**src/peer_wire_message_parser_macros.svh**
```systemverilog
// ----------------------------------------------------------------------------
// Peer wire message parser assertion macros
// Shared immediate-implication and next-cycle checks, clocked on clk and
// disabled while rst_n is low.
// ----------------------------------------------------------------------------
`ifndef PEER_WIRE_MESSAGE_PARSER_MACROS_SVH
`define PEER_WIRE_MESSAGE_PARSER_MACROS_SVH

// The consequent must hold in the same cycle as the antecedent.
`define PWMP_ASSERT_NOW(lbl, ante, cons) \
    lbl: assert property (@(posedge clk) disable iff (!rst_n) (ante) |-> (cons)) \
        else $error("peer wire parser check failed");

// The consequent must hold in the cycle after the antecedent.
`define PWMP_ASSERT_NEXT(lbl, ante, cons) \
    lbl: assert property (@(posedge clk) disable iff (!rst_n) (ante) |=> (cons)) \
        else $error("peer wire parser check failed");

`endif

```
**src/pwmp_pkg.sv**
```systemverilog
// ----------------------------------------------------------------------------
// Peer wire message parser package
// Event and message type codes, handshake constants and small lookup
// functions for the receive-side parser.
// ----------------------------------------------------------------------------
package pwmp_pkg;

    // Event codes on the result channel.
    localparam logic [1:0] EV_HS_OK   = 2'd0;
    localparam logic [1:0] EV_HS_FAIL = 2'd1;
    localparam logic [1:0] EV_HEADER  = 2'd2;
    localparam logic [1:0] EV_PAYLOAD = 2'd3;

    // Message type codes.
    localparam logic [3:0] MT_KEEPALIVE     = 4'd0;
    localparam logic [3:0] MT_CHOKE         = 4'd1;
    localparam logic [3:0] MT_UNCHOKE       = 4'd2;
    localparam logic [3:0] MT_INTERESTED    = 4'd3;
    localparam logic [3:0] MT_NOTINTERESTED = 4'd4;
    localparam logic [3:0] MT_HAVE          = 4'd5;
    localparam logic [3:0] MT_BITFIELD      = 4'd6;
    localparam logic [3:0] MT_PIECE         = 4'd7;
    localparam logic [3:0] MT_OTHER         = 4'd8;

    // Raw message ids with a special mapping.
    localparam logic [7:0] ID_LAST_PLAIN = 8'd5;
    localparam logic [7:0] ID_PIECE      = 8'd7;

    // Handshake layout.
    localparam logic [7:0]  HS_PSTRLEN    = 8'd19;
    localparam logic [31:0] HS_PROTO_LAST = 32'd19;
    localparam logic [31:0] HS_HASH_FIRST = 32'd28;
    localparam logic [31:0] HS_HASH_END   = 32'd48;
    localparam logic [31:0] HS_LAST_BYTE  = 32'd67;

    // Message framing.
    localparam logic [31:0] LEN_LAST_BYTE  = 32'd3;
    localparam logic [31:0] HAVE_LAST_BYTE = 32'd4;
    localparam logic [31:0] INDEX_LAST     = 32'd4;
    localparam logic [31:0] PIECE_HDR_LAST = 32'd8;
    localparam logic [31:0] PIECE_HDR_LEN  = 32'd9;

    // Configuration register indexes.
    localparam logic [1:0] REG_HASH_0 = 2'd0;
    localparam logic [1:0] REG_HASH_1 = 2'd1;
    localparam logic [1:0] REG_HASH_2 = 2'd2;

    // Character of the protocol string at position pos (1 to 19).
    function automatic logic [7:0] proto_char(input logic [4:0] pos);
        logic [7:0] c;
        case (pos)
            5'd1:    c = 8'h42; // B
            5'd2:    c = 8'h69; // i
            5'd3:    c = 8'h74; // t
            5'd4:    c = 8'h54; // T
            5'd5:    c = 8'h6f; // o
            5'd6:    c = 8'h72; // r
            5'd7:    c = 8'h72; // r
            5'd8:    c = 8'h65; // e
            5'd9:    c = 8'h6e; // n
            5'd10:   c = 8'h74; // t
            5'd11:   c = 8'h20; // space
            5'd12:   c = 8'h70; // p
            5'd13:   c = 8'h72; // r
            5'd14:   c = 8'h6f; // o
            5'd15:   c = 8'h74; // t
            5'd16:   c = 8'h6f; // o
            5'd17:   c = 8'h63; // c
            5'd18:   c = 8'h6f; // o
            5'd19:   c = 8'h6c; // l
            default: c = 8'h00;
        endcase
        return c;
    endfunction

    // Map a raw message id to its message type.
    function automatic logic [3:0] id_to_type(input logic [7:0] id);
        logic [3:0] t;
        if (id <= ID_LAST_PLAIN)
        begin
            t = id[3:0] + 4'd1;
        end
        else if (id == ID_PIECE)
        begin
            t = MT_PIECE;
        end
        else
        begin
            t = MT_OTHER;
        end
        return t;
    endfunction

endpackage

```
**src/peer_wire_message_parser.sv**
```systemverilog
// Each accepted byte passes from the input register into the parser; any result goes to the result register.
// Throughput: one byte per cycle; the input register and the result register each advance
// whenever the result register is empty or being taken.
// Reset (rst_n low, asynchronous): parser returns to the handshake phase, info hash clears,
// input and result registers empty.
// ----------------------------------------------------------------------------
// Peer wire message parser
// Checks the 68-byte peer handshake against the configured info hash, then
// deframes length-prefixed messages and reports headers and payload bytes.
// ----------------------------------------------------------------------------
`include "peer_wire_message_parser_macros.svh"

module peer_wire_message_parser
    import pwmp_pkg::*;
(
    input  logic        clk,
    input  logic        rst_n,
    // Configuration port
    input  logic        psel,
    input  logic        penable,
    input  logic        pwrite,
    input  logic [4:0]  paddr,
    input  logic [63:0] pwdata,
    output logic [63:0] prdata,
    output logic        pready,
    // Byte input channel
    input  logic        in_valid,
    output logic        in_stall,
    input  logic [7:0]  rx_byte,
    // Result channel
    output logic        out_valid,
    input  logic        out_stall,
    output logic [1:0]  event_res,
    output logic [3:0]  msg_type,
    output logic [7:0]  msg_id,
    output logic [31:0] msg_length,
    output logic [31:0] piece_index,
    output logic [31:0] block_begin,
    output logic [7:0]  data_byte,
    output logic [31:0] data_offset,
    output logic        end_of_message,
    output logic        malformed
);

    typedef enum logic [2:0] {
        PH_HANDSHAKE,
        PH_DEAD,
        PH_LENGTH,
        PH_ID,
        PH_BODY
    } phase_t;

    // Configuration registers.
    logic [63:0] hash0_reg;
    logic [63:0] hash1_reg;
    logic [31:0] hash2_reg;

    // Input register.
    logic        in_valid_reg;
    logic [7:0]  in_byte_reg;

    // Parser state.
    phase_t      phase_reg, phase_next;
    logic [31:0] count_reg, count_next;
    logic        good_reg, good_next;
    logic [31:0] len_reg, len_next;
    logic [31:0] idx_reg, idx_next;
    logic [31:0] beg_reg, beg_next;
    logic [3:0]  type_reg, type_next;
    logic [7:0]  id_reg, id_next;

    // Result register.
    logic        out_valid_reg;
    logic [1:0]  event_reg;
    logic [3:0]  mtype_reg;
    logic [7:0]  mid_reg;
    logic [31:0] mlen_reg;
    logic [31:0] pidx_reg;
    logic [31:0] bbeg_reg;
    logic [7:0]  dbyte_reg;
    logic [31:0] doff_reg;
    logic        eom_reg;
    logic        mal_reg;

    // Result of the current step.
    logic        res_fire;
    logic [1:0]  res_event;
    logic        res_zero;
    logic [7:0]  res_data;
    logic [31:0] res_off;
    logic        res_eom;
    logic        res_mal;

    logic        advance;
    logic        process;
    logic        cfg_write;
    logic [159:0] hash_all;
    logic [7:0]  hash_bytes [20];
    logic [5:0]  hash_pos;
    logic        body_eom;
    logic        id_eom;
    logic [3:0]  id_type;

    // Configuration access.
    assign pready    = 1'b1;
    assign cfg_write = psel && penable && pwrite && pready;

    always_ff @(posedge clk or negedge rst_n)
    begin
        if (!rst_n)
        begin
            hash0_reg <= '0;
            hash1_reg <= '0;
            hash2_reg <= '0;
        end
        else if (cfg_write)
        begin
            case (paddr[4:3])
                REG_HASH_0: hash0_reg <= pwdata;
                REG_HASH_1: hash1_reg <= pwdata;
                REG_HASH_2: hash2_reg <= pwdata[31:0];
                default:    ;
            endcase
        end
    end

    always_comb
    begin
        case (paddr[4:3])
            REG_HASH_0: prdata = hash0_reg;
            REG_HASH_1: prdata = hash1_reg;
            REG_HASH_2: prdata = {32'd0, hash2_reg};
            default:    prdata = '0;
        endcase
    end

    // Info hash split into bytes, byte 0 first.
    assign hash_all = {hash0_reg, hash1_reg, hash2_reg};

    always_comb
    begin
        for (int k = 0; k < 20; k++)
        begin
            hash_bytes[k] = hash_all[159 - 8 * k -: 8];
        end
    end

    assign hash_pos = count_reg[5:0] - HS_HASH_FIRST[5:0];

    // Handshake between the input register and the result register.
    assign advance  = !out_valid_reg || !out_stall;
    assign process  = in_valid_reg && advance;
    assign in_stall = in_valid_reg && !advance;

    assign body_eom = (count_reg + 32'd1) == len_reg;
    assign id_eom   = len_reg == 32'd1;
    assign id_type  = id_to_type(in_byte_reg);

    // One parsing step for the byte in the input register.
    always_comb
    begin
        phase_next = phase_reg;
        count_next = count_reg;
        good_next  = good_reg;
        len_next   = len_reg;
        idx_next   = idx_reg;
        beg_next   = beg_reg;
        type_next  = type_reg;
        id_next    = id_reg;
        res_fire   = 1'b0;
        res_event  = EV_HEADER;
        res_zero   = 1'b0;
        res_data   = '0;
        res_off    = '0;
        res_eom    = 1'b0;
        res_mal    = 1'b0;

        case (phase_reg)
            PH_HANDSHAKE:
            begin
                if (count_reg == 32'd0)
                begin
                    if (in_byte_reg != HS_PSTRLEN)
                    begin
                        good_next = 1'b0;
                    end
                end
                else if (count_reg <= HS_PROTO_LAST)
                begin
                    if (in_byte_reg != proto_char(count_reg[4:0]))
                    begin
                        good_next = 1'b0;
                    end
                end
                else if (count_reg >= HS_HASH_FIRST && count_reg < HS_HASH_END)
                begin
                    if (in_byte_reg != hash_bytes[hash_pos[4:0]])
                    begin
                        good_next = 1'b0;
                    end
                end

                if (count_reg >= HS_LAST_BYTE)
                begin
                    res_fire   = 1'b1;
                    res_zero   = 1'b1;
                    res_event  = good_next ? EV_HS_OK : EV_HS_FAIL;
                    phase_next = good_next ? PH_LENGTH : PH_DEAD;
                    count_next = '0;
                end
                else
                begin
                    count_next = count_reg + 32'd1;
                end
            end

            PH_LENGTH:
            begin
                // Big-endian length prefix, restarted on its first byte.
                if (count_reg == 32'd0)
                begin
                    len_next = {24'd0, in_byte_reg};
                end
                else
                begin
                    len_next = {len_reg[23:0], in_byte_reg};
                end
                count_next = count_reg + 32'd1;
                if (count_reg >= LEN_LAST_BYTE)
                begin
                    count_next = '0;
                    idx_next   = '0;
                    beg_next   = '0;
                    if (len_next == 32'd0)
                    begin
                        type_next = MT_KEEPALIVE;
                        id_next   = '0;
                        res_fire  = 1'b1;
                        res_eom   = 1'b1;
                    end
                    else
                    begin
                        phase_next = PH_ID;
                    end
                end
            end

            PH_ID:
            begin
                id_next   = in_byte_reg;
                type_next = id_type;
                // Have and piece report their header once their fields arrive or the message ends.
                if ((id_type != MT_HAVE && id_type != MT_PIECE) || id_eom)
                begin
                    res_fire = 1'b1;
                    res_eom  = id_eom;
                    res_mal  = (id_type == MT_PIECE) && (len_reg < PIECE_HDR_LEN);
                end
                count_next = id_eom ? 32'd0 : 32'd1;
                phase_next = id_eom ? PH_LENGTH : PH_BODY;
            end

            PH_BODY:
            begin
                if (type_reg == MT_HAVE)
                begin
                    if (count_reg <= INDEX_LAST)
                    begin
                        idx_next = {idx_reg[23:0], in_byte_reg};
                        if (count_reg == HAVE_LAST_BYTE || body_eom)
                        begin
                            res_fire = 1'b1;
                            res_eom  = body_eom;
                        end
                    end
                end
                else if (type_reg == MT_PIECE)
                begin
                    if (count_reg <= PIECE_HDR_LAST)
                    begin
                        if (count_reg <= INDEX_LAST)
                        begin
                            idx_next = {idx_reg[23:0], in_byte_reg};
                        end
                        else
                        begin
                            beg_next = {beg_reg[23:0], in_byte_reg};
                        end
                        if (count_reg == PIECE_HDR_LAST || body_eom)
                        begin
                            res_fire = 1'b1;
                            res_eom  = body_eom;
                            res_mal  = len_reg < PIECE_HDR_LEN;
                        end
                    end
                    else
                    begin
                        res_fire  = 1'b1;
                        res_event = EV_PAYLOAD;
                        res_data  = in_byte_reg;
                        res_off   = count_reg - PIECE_HDR_LEN;
                        res_eom   = body_eom;
                    end
                end
                else if (type_reg == MT_BITFIELD)
                begin
                    res_fire  = 1'b1;
                    res_event = EV_PAYLOAD;
                    res_data  = in_byte_reg;
                    res_off   = count_reg - 32'd1;
                    res_eom   = body_eom;
                end

                if (body_eom)
                begin
                    phase_next = PH_LENGTH;
                    count_next = '0;
                end
                else
                begin
                    count_next = count_reg + 32'd1;
                end
            end

            PH_DEAD:
            begin
                // A failed handshake swallows every later byte.
            end

            default:
            begin
                phase_next = phase_reg;
            end
        endcase
    end

    // Input register.
    always_ff @(posedge clk or negedge rst_n)
    begin
        if (!rst_n)
        begin
            in_valid_reg <= 1'b0;
        end
        else if (!in_stall)
        begin
            in_valid_reg <= in_valid;
        end
    end

    always_ff @(posedge clk)
    begin
        if (in_valid && !in_stall)
        begin
            in_byte_reg <= rx_byte;
        end
    end

    // Parser state.
    always_ff @(posedge clk or negedge rst_n)
    begin
        if (!rst_n)
        begin
            phase_reg <= PH_HANDSHAKE;
            count_reg <= '0;
            good_reg  <= 1'b1;
            len_reg   <= '0;
            idx_reg   <= '0;
            beg_reg   <= '0;
            type_reg  <= MT_KEEPALIVE;
            id_reg    <= '0;
        end
        else if (process)
        begin
            phase_reg <= phase_next;
            count_reg <= count_next;
            good_reg  <= good_next;
            len_reg   <= len_next;
            idx_reg   <= idx_next;
            beg_reg   <= beg_next;
            type_reg  <= type_next;
            id_reg    <= id_next;
        end
    end

    // Result register: valid bit.
    always_ff @(posedge clk or negedge rst_n)
    begin
        if (!rst_n)
        begin
            out_valid_reg <= 1'b0;
        end
        else if (advance)
        begin
            out_valid_reg <= process && res_fire;
        end
    end

    // Result register: payload, with handshake results cleared to zero.
    always_ff @(posedge clk)
    begin
        if (process && res_fire)
        begin
            event_reg <= res_event;
            mtype_reg <= res_zero ? MT_KEEPALIVE : type_next;
            mid_reg   <= res_zero ? 8'd0 : id_next;
            mlen_reg  <= res_zero ? 32'd0 : len_next;
            pidx_reg  <= res_zero ? 32'd0 : idx_next;
            bbeg_reg  <= res_zero ? 32'd0 : beg_next;
            dbyte_reg <= res_data;
            doff_reg  <= res_off;
            eom_reg   <= res_eom;
            mal_reg   <= res_mal;
        end
    end

    assign out_valid      = out_valid_reg;
    assign event_res      = event_reg;
    assign msg_type       = mtype_reg;
    assign msg_id         = mid_reg;
    assign msg_length     = mlen_reg;
    assign piece_index    = pidx_reg;
    assign block_begin    = bbeg_reg;
    assign data_byte      = dbyte_reg;
    assign data_offset    = doff_reg;
    assign end_of_message = eom_reg;
    assign malformed      = mal_reg;

    // Checks on the parser's own logic.
    `PWMP_ASSERT_NEXT(a_dead_sticks, phase_reg == PH_DEAD, phase_reg == PH_DEAD)
    `PWMP_ASSERT_NEXT(a_in_held, in_valid_reg && !advance,
        in_valid_reg && $stable(in_byte_reg))
    `PWMP_ASSERT_NOW(a_hs_clean,
        out_valid_reg && (event_reg == EV_HS_OK || event_reg == EV_HS_FAIL),
        mtype_reg == MT_KEEPALIVE && !eom_reg && !mal_reg)
    `PWMP_ASSERT_NOW(a_mal_piece, out_valid_reg && mal_reg,
        event_reg == EV_HEADER && mtype_reg == MT_PIECE)
    `PWMP_ASSERT_NOW(a_payload_type, out_valid_reg && event_reg == EV_PAYLOAD,
        mtype_reg == MT_BITFIELD || mtype_reg == MT_PIECE)

endmodule
```
**config.mk**
```make
export PLATFORM = sky130hd
export DESIGN_NAME = peer_wire_message_parser
export DESIGN_NICKNAME = d
export VERILOG_FILES = /design/src/pwmp_pkg.sv /design/src/peer_wire_message_parser.sv
export VERILOG_INCLUDE_DIRS = /design/src /design/src/src
export SDC_FILE = /design/constraint.sdc
export NUM_CORES = 1
export LEC_CHECK = 0
export BUFFER_PORTS_ARGS = -buffer_cell sky130_fd_sc_hd__buf_2
export CAP_MARGIN = 0
export CORE_MARGIN = 2
export CORE_UTILIZATION = 52
export CTS_CLUSTER_DIAMETER = 60
export CTS_CLUSTER_SIZE = 40
export DETAILED_ROUTE_END_ITERATION = 6
export MAX_ROUTING_LAYER = met4
export PLACE_DENSITY_LB_ADDON = 0.3
export SETUP_SLACK_MARGIN = 0.2
export SYNTH_ARGS = -nofsm -noshare
export SYNTH_HDL_FRONTEND = slang
export SYNTH_SLANG_ARGS = --single-unit
```
**constraint.sdc**
```tcl
create_clock -name clk -period 7 [get_ports clk]
set_input_delay 0.7 -clock clk [delete_from_list [all_inputs] [get_ports clk]]
set_output_delay 0.7 -clock clk [all_outputs]
set_load 0.01 [all_outputs]
```
After elaboration in Yosys (flattened, before gate mapping). Memory sizes are Yosys's and may differ from the RTL's. Cells that the tools add are included. Widths: inputs -> output; s select.

Register bits after elaboration: 466. Word-level logic and storage cells: 184. Memory bits (read-only): 224. Bits of input ports: 84. Memories kept: 1.

Memories: (no name shown) (words 32, bits a word 7, read ports 1, clocked after memory_dff 0, wr ports 0, RTL line pwmp_pkg.sv:51) `case (pos)`.

Muxes and demuxes: 90. $lt $le $gt $ge: 10. Reduce and logical (&&, ||, !) cells: 29. Add/sub/neg operators: 5. Bitwise operators: 2. Equal/unequal tests: 23.

Operators by type and width (number): $mux 32 (19); $pmux 64 s3 (1); $pmux 32 s2 (2); $pmux 32 s4 (1); $mux 8 (10); $logic_not 32->1 (2); $bmux 8 s5 (1); $mux 1 (36); $add 32x1->32 const B (1); $eq 32x1->1 const B (1); $eq 32x3->1 const B (1); $eq 32x32->1 (1); $eq 32x4->1 const B (1); $ge 32x2->1 const B (1); $ge 32x5->1 const B (1); $ge 32x7->1 const B (1); $le 32x3->1 const B (1); $le 32x4->1 const B (1); $le 32x5->1 const B (1); $lt 32x4->1 const B (1); $lt 32x6->1 const B (1); $sub 32x1->32 const B (1); $sub 32x4->32 const B (1); $eq 4x3->1 const B (4); 34 further kinds (68).

Depth between registers and ports, before layout. Gate-level depths: netlist of the first run.

Depth after elaboration: 14. Depth in mapped cells: 16.

Worst setup path before layout of the first run. No wires, ideal clock.

Path kind: reg-to-reg. Start point: register count_reg[2]. End point: register bbeg_reg[0], in the netlist block_begin[0] (enable). Cell stages (with the launch flop): 15. Path buffers: 4. Library setup time: 458 ps. Period minus slack after synthesis: 5536 ps. Arrival time: 5078 ps. Path slack: 1464 ps. Cell sequence: dfrtp_1 > buf_4 > clkbuf_1 > clkbuf_1 > inv_1 > clkbuf_1 > ha_1 > xnor2_1 > nand3_1 > nor4_1 > and4_1 > and4_1 > nand4b_1 > nor2_1 > a31o_2.

Cells in the longest elaborated chain, start to end: 9. Elaborated cells between the ends (all ways): 25.

RTL lines: start: declaration (RTL line peer_wire_message_parser.sv:64) `logic [31:0] count_reg, count_next;`; start signal: assignment (RTL line peer_wire_message_parser.sv:375) `count_reg <= count_next;`; $add 32x1->32 (RTL line peer_wire_message_parser.sv:155) `assign body_eom = (count_reg + 32'd1) == len_reg;`; $eq 32x32->1 (RTL line peer_wire_message_parser.sv:155); $logic_or 1x1->1 (RTL line peer_wire_message_parser.sv:289) `if (count_reg == PIECE_HDR_LAST || body_eom)`; $mux 1 (RTL line peer_wire_message_parser.sv:289); $mux 1 (RTL line peer_wire_message_parser.sv:279) `if (count_reg <= PIECE_HDR_LAST)`; $mux 1 (RTL line peer_wire_message_parser.sv:277) `else if (type_reg == MT_PIECE)`; $mux 1 (RTL line peer_wire_message_parser.sv:265) `if (type_reg == MT_HAVE)`; $pmux 1 s4 * (RTL line peer_wire_message_parser.sv:178) `case (phase_reg)`; $logic_and 1x1->1 * (RTL line peer_wire_message_parser.sv:401) `if (process && res_fire)`; end signal: assignment (RTL line peer_wire_message_parser.sv:408) `bbeg_reg <= res_zero ? 32'd0 : beg_next;`; end: declaration (RTL line peer_wire_message_parser.sv:79) `logic [31:0] bbeg_reg;`.

Every way passes the cells marked *; elsewhere a longest branch is shown, timed or not. The select of a mux whose other input is x is not followed. A chain may end at the register's enable or synchronous reset.

Worst setup path after layout of the first run.
Start point: register count_reg[3]. End point: register count_reg[20].

Cells in the longest elaborated chain, start to end: 4. Elaborated cells between the ends (all ways): 8.

RTL lines: $add 32x1->32; $eq 32x32->1 (RTL line peer_wire_message_parser.sv:155); $mux 32 (RTL line peer_wire_message_parser.sv:314) `if (body_eom)`; $pmux 32 s4 * (RTL line peer_wire_message_parser.sv:178).

Every way passes the cells marked *; elsewhere a longest branch is shown, timed or not.

==> run summary, run 1 <==
Status -> complete, no violations
Ys flop type -> dfrtp_1
Worst-Margin Slew -> 1.199 ns
Register-to-register setup slack -> 2.08 ns
Crit path launch type -> register
#FFs+latches synth -> 466
Worst skew pair latency -> 0.59 ns
DRC viols -> 0
CTS tree -> yes
TNS Setup -> 0 ns
Worst rel slew slack -> 0.1943
Highest Clock Rate -> 203.1 MHz
Worst R2R Path Depth -> 10
Layout cell share with drive strength beyond 1 -> 0.2605
Int Pwr -> 0.004483 W
Area of the multi-input gates -> 11210 um^2
Most numerous cell in the Yosys netlist -> dfrtp_1
WL/cell -> 23.26 um
Synth Instances -> 2242
Clk_skew -> 0.03515 ns
Num CTS Buffers -> 37
Lkg Pwr -> 12.06 nW
Synth Cell Area -> 24460 um^2
Crit path kind -> reg -> reg
Vias in the first global route -> 18950
Largest net degree at the start of global routing -> 134
Final setup violation count -> 0
FF-to-FF Start -> count_reg[3]$_DFFE_PN0P_
GRT Util Overall -> 0.2974
Hold buffer count at CTS -> 0
Slowest CP cell -> dfrtp_1
Post-synth top cells -> dfrtp_1 (305), nand2_1 (223), mux2_2 (171), edfxtp_1 (160), nor2_1 (159)
RSZ-0062 raised after global routing -> false
Fill cell count -> 3843
Distinct cells, synth -> 83
Fin nets -> 2535
Top post-synthesis cells by area -> dfrtp_1 (31%), edfxtp_1 (20%), mux2_2 (7.9%)
Slew Limit Fails -> 0
Fin crit period -> 4.923 ns
Routed met1 length -> 31.21 mm
Die width -> 220.9 um
Warnings, synthesis -> 0
Sequential-to-total area share from yosys stat -> 0.5095
Hold Fails Final Rpt -> 0
EDFF count, synth -> 160
Tightest Hold Check Type -> in -> async
Total grt overflow -> 0
Routed wl met3 -> 6.144 mm
Critical Path RT -> 7.43 ns
Die Footprint -> 48790 um^2
DR vias -> 19670
Routed WL -> 71.61 mm
CP most frequent cell -> or4_1
Input/output buffers -> 298
CTS root buffer -> clkbuf_16
Synth area leader -> dfrtp_1
Rows -> 79
First-pass GRT wire length -> 112.0 mm
Clock transition at the registers of the reported paths -> 0.09 ns
Top Metal Used -> met4
P&R area growth vs syn -> 13.26%
Initial antenna violation count -> 9
I/O Pins -> 303
Syn avg cell area -> 10.91 um^2
Worst-path cell chain -> ha_1 -> nand4_1 -> or4_1 -> xnor2_1 -> o21ai_1 -> nor4b_1 -> nand4b_1 -> or4_1 -> nand3_1 -> o31ai_1
Combinational Power Share -> 0.122
RR Endpoint -> count_reg[20]$_DFFE_PN0P_
Largest stage delay, worst path -> 1.00 ns
Initial Utilization -> 0.5265
Max clock buf depth -> 3
Crit path arrival time -> 5.35 ns
Postcts setup bufs -> 0
Wire length on met2 -> 32.43 mm
Max_cap viols -> 0
Drt first pass iters -> 5
Core Util, Final -> 0.5963
Final GP Congestion -> 0.9520
Post-CTS Resized -> 0
H-tree levels -> 2
Synth top area share -> 0.3120
Dpl hpwl -> 48.75 mm
Area of placed instances -> 26400 um^2
Chip height -> 220.9 um
Design Area, Final -> 27700 um^2
Critical path endpoint category -> register
Worst-path maximum fanout -> 30
Vias/cell -> 6.391
Sequential group share of total power -> 0.518
Power Density -> 224.6 nW/um^2
Net Sw Power -> 0.001739 W
Syn_nets -> 2345
Clk sink count -> 466
Async set-reset flop share out of synthesis -> 0.6567
Final period util -> 0.7033
Clk pwr share -> 0.360
Starting DRT DRC Count -> 1823
Register Area -> 12470 um^2
Antenna viol nets, final -> 0
Peak supply drop -> 0.1908 mV
Core region area -> 46460 um^2
Switching share of power -> 0.2795
layer usage:
| metal | up-vias | track usage |
|---|---|---|
| li1 | 8788 | - |
| met2 | 919 | 0.4372 |
| met1 | 9840 | 0.4243 |
| met3 | 124 | 0.05829 |
| met5 | - | - |
| met4 | 0 | 0.07945 |
how the worst max path moves through the flow:
stage                        startpoint                       endpoint  slack, ns  cells past startpoint
2_1_floorplan  count_reg[2]$_DFFE_PN0P_   block_begin[0]$_SDFFCE_PP0P_       1.46                     14
3_5_place_dp   count_reg[3]$_DFFE_PN0P_  piece_index[20]$_SDFFCE_PP0P_       2.13                     10
5_1_grt        count_reg[3]$_DFFE_PN0P_            malformed$_DFFE_PP_       1.77                     10
4_1_cts        count_reg[3]$_DFFE_PN0P_     data_byte[5]$_SDFFCE_PP0P_       2.13                     10
3_3_place_gp   count_reg[0]$_DFFE_PN0P_  piece_index[27]$_SDFFCE_PP0P_       2.25                     11
6_report       count_reg[3]$_DFFE_PN0P_      count_reg[20]$_DFFE_PN0P_       2.08                     10
critical path, delay by kind of cell (launching register included):
kind                     cells  cell delay (ns)
AO/OA/AOI/OAI                2             0.24
XOR/XNOR                     1             0.25
adder cells (fa/ha/maj)      1             0.48
flip-flops                   1             1.00
AND/OR/NAND/NOR              6             2.82
cells in the final DEF (no fill, tap or decap), types with 73 or more instances in the layout:
cell type	instances
dfrtp_1	302
buf_2	297
nand2_1	222
mux2_2	171
edfxtp_1	160
nor2_1	156
a22o_1	143
o21ai_0	103
mux2i_1	92
nand3_1	87
a21oi_1	73
stage by stage:
step           power [W]  worst slack, ns  cells  hold WS (ns)
3_5_place_dp    0.004032            2.126   3000        0.4623
4_1_cts         0.006250            2.129   3068        0.2152
6_report        0.006222            2.077   3078        0.1819
3_3_place_gp    0.003986            2.249   3000        0.4710
5_1_grt         0.006435            1.773   3077        0.2439
2_1_floorplan   0.003688            1.464   2242        0.4044
layout make-up:
class	instances	area share
sequential	466	0.4500
multi-input combinational	1560	0.4045
antenna	10	0.0009033
tap	607	0.02742
clock buffer	41	0.03396
timing repair buffer	342	0.06748
clock inverter	27	0.01233
inverter	25	0.003387
cell families after synthesis:
logic type      Yosys count  synth area share
mux                     295            0.1458
other cells               1         0.0001533
fa+ha+maj                19          0.009719
simple gates            689            0.1350
xor+xnor                 58           0.02077
compound gates          498            0.1442
buf+inv                 216           0.03484
flops                   466            0.5095
power by group through the flow:
stage / registers (W) / clock network (W) / logic [W]
finish: 0.00322 / 0.00224 / 0.000760
global route: 0.00325 / 0.00237 / 0.000817
CTS: 0.00322 / 0.00227 / 0.000761
detailed placement: 0.00328 / 0 / 0.000755
global placement: 0.00326 / 0 / 0.000730
floorplan: 0.00319 / 0 / 0.000499
No activity file was read; power rests on OpenSTA's default activity.
==> run 2: changes to the inputs <==
==> constraint.sdc (replaced) <==
create_clock -name clk -period 3.97 [get_ports clk]
set_input_delay 0.397 -clock clk [delete_from_list [all_inputs] [get_ports clk]]
set_output_delay 0.397 -clock clk [all_outputs]
set_load 0.01 [all_outputs]
==> run summary, run 2 (synthesis gave the netlist of run 1 again) <==
Status -> complete, no violations (unchanged)
Lkg Pwr -> 12.59 nW (was 12.06 nW)
Area of placed instances -> 27090 um^2 (was 26400 um^2)
Hold Fails Final Rpt -> 0 (unchanged)
Core region area -> 46460 um^2 (unchanged)
Layout cell share with drive strength beyond 1 -> 0.2901 (was 0.2605)
Clock transition at the registers of the reported paths -> 0.09 ns (about the same)
Largest net degree at the start of global routing -> 118 (was 134)
Post-route insts no fill -> 3169 (was 3078)
Vias in the first global route -> 19340 (was 18950)
WL/cell -> 23.22 um (was 23.26 um)
DRC viols -> 0 (unchanged)
GRT Util Overall -> 0.3040 (was 0.2974)
Clk sink count -> 466 (unchanged)
Crit path arrival time -> 4.14 ns (was 5.35 ns)
Routed WL -> 73.57 mm (was 71.61 mm)
Critical path endpoint category -> register (unchanged)
CP most frequent cell -> or4_1 (unchanged)
Antenna viol nets, final -> 0 (unchanged)
Drt first pass iters -> 6 (was 5)
Critical Path RT -> 4.48 ns (was 7.43 ns)
Routed wl met3 -> 6.877 mm (was 6.144 mm)
Wire length on met2 -> 33.52 mm (was 32.43 mm)
Fill cell count -> 3715 (was 3843)
Starting DRT DRC Count -> 2188 (was 1823)
Tightest Hold Check Type -> in -> reg (was in -> async)
Register Area -> 12470 um^2 (unchanged)
Largest stage delay, worst path -> 0.63 ns (was 1.00 ns)
RSZ-0062 raised after global routing -> false (unchanged)
CTS root buffer -> clkbuf_16 (unchanged)
Die Footprint -> 48790 um^2 (unchanged)
Total grt overflow -> 0 (unchanged)
Clk_skew -> 0.03502 ns (was 0.03515 ns)
Num CTS Buffers -> 40 (was 37)
Peak supply drop -> 0.3624 mV (was 0.1908 mV)
Top Metal Used -> met4 (unchanged)
P&R area growth vs syn -> 17.60% (was 13.26%)
Area of the multi-input gates -> 11290 um^2 (was 11210 um^2)
Most common cell after layout, fill and taps aside -> dfrtp_1 (unchanged)
Max_cap viols -> 0 (unchanged)
Highest Clock Rate -> 275.8 MHz (was 203.1 MHz)
TNS Setup -> 0 ns (unchanged)
Dpl hpwl -> 51.32 mm (was 48.75 mm)
Final period util -> 0.9132 (was 0.7033)
Fin crit period -> 3.625 ns (was 4.923 ns)
Most frequent cells in the layout -> dfrtp_1 (302), buf_2 (297), nand2_1 (223) (was dfrtp_1 (302), buf_2 (297), nand2_1 (222))
Input/output buffers -> 298 (unchanged)
Crit path max-delay family -> simple AND/OR/NAND/NOR gates (unchanged)
H-tree levels -> 2 (unchanged)
Routed met1 length -> 31.32 mm (was 31.21 mm)
Final setup violation count -> 0 (unchanged)
I/O Pins -> 303 (unchanged)
Power Density -> 398.2 nW/um^2 (was 224.6 nW/um^2)
Crit path kind -> reg -> reg (unchanged)
Vias/cell -> 6.313 (was 6.391)
Worst-Margin Slew -> 1.199 ns (about the same)
Worst-path cell chain -> nand4_1 -> or4b_1 -> or4_1 -> a31oi_1 -> o21ai_1 -> nand4bb_4 -> or4_1 -> a221o_1 -> a21oi_2 (was ha_1 -> nand4_1 -> or4_1 -> xnor2_1 -> o21ai_1 -> nor4b_1 -> nand4b_1 -> or4_1 -> nand3_1 -> o31ai_1)
Worst-path maximum fanout -> 10 (was 30)
Slew Limit Fails -> 0 (unchanged)
Slowest CP cell -> or4b_1 (was dfrtp_1)
Initial Utilization -> 0.5265 (unchanged)
Fin nets -> 2623 (was 2535)
Initial antenna violation count -> 11 (was 9)
Final GP Congestion -> 0.9428 (was 0.9520)
Crit path launch type -> register (unchanged)
Worst skew pair latency -> 0.60 ns (was 0.59 ns)
Chip height -> 220.9 um (unchanged)
Bufs and invs on worst path -> 0 (unchanged)
Rows -> 79 (unchanged)
Design Area, Final -> 28770 um^2 (was 27700 um^2)
DR vias -> 20010 (was 19670)
Max clock buf depth -> 3 (unchanged)
Placed cell count -> 3074 (was 3000)
Worst rel slew slack -> 0.1942 (was 0.1943)
Die width -> 220.9 um (unchanged)
CTS tree -> yes (unchanged)
First-pass GRT wire length -> 114.1 mm (was 112.0 mm)
## run 2: final timing paths
check                           depth (start not counted)  slack (ns)                     start                   endpoint
worst max-delay path                                    9        0.34  count_reg[5]$_DFFE_PN0P_   phase_reg[1]$_DFFE_PN0P_
worst min-delay path                                    2        0.05                 out_stall      out_valid$_DFFE_PN0N_
worst max register to register                          9        0.34  count_reg[5]$_DFFE_PN0P_   phase_reg[1]$_DFFE_PN0P_
worst min register to register                          2        0.49      good_reg$_DFFE_PN1P_       good_reg$_DFFE_PN1P_
max in group asynchronous                               3        2.47                     rst_n  hash0_reg[14]$_DFFE_PN0P_
min in group asynchronous                               2        0.50                     rst_n    len_reg[22]$_DFFE_PN0P_
## run 2: timing repair
item | CTS | global route
hold buffers | 9 | 0
resized for setup | 0 | 8
buffers inserted | 0 | 2
endpoints found under the setup margin | 0 | 255
endpoints found under the hold margin | 85 | 0
## run 2: layer usage
metal,vias to the layer above,track usage
met5,-,-
met4,0,0.08010
met3,114,0.06374
met2,1006,0.4511
met1,9949,0.4275
li1,8938,-
## run 2: report_power, final
part | internal [W] | switching, W | total, W | leakage, nW
Clock | 0.00221 | 0.00219 | 0.00440 | 0.721
Combinational | 0.000702 | 0.000639 | 0.00134 | 6.13
Sequential | 0.00533 | 0.000378 | 0.00571 | 5.74
## run 2: cell type report
cell class,count,share of cell area
clock buffers,44,0.03715
diodes,11,0.0009569
flip-flops and latches,466,0.4334
multi-input cells,1560,0.3924
repair buffers,427,0.09082
inverters,25,0.003436
clock inverters,29,0.01544
well taps,607,0.02640
## run 2: metrics by stage
step / worst slack [ns] / hold WS, ns / total power (W) / util
detailed placement: 0.3219 / 0.4658 / 0.007129 / 0.5831
floorplan: 0.03006 / 0.1014 / 0.006503 / -
CTS: 0.2860 / 0.01922 / 0.01152 / 0.6176
global placement: 0.3990 / 0.4741 / 0.007057 / 0.5831
global route: 0.2002 / 0.03242 / 0.01187 / 0.6192
finish: 0.3446 / 0.04835 / 0.01145 / 0.6192
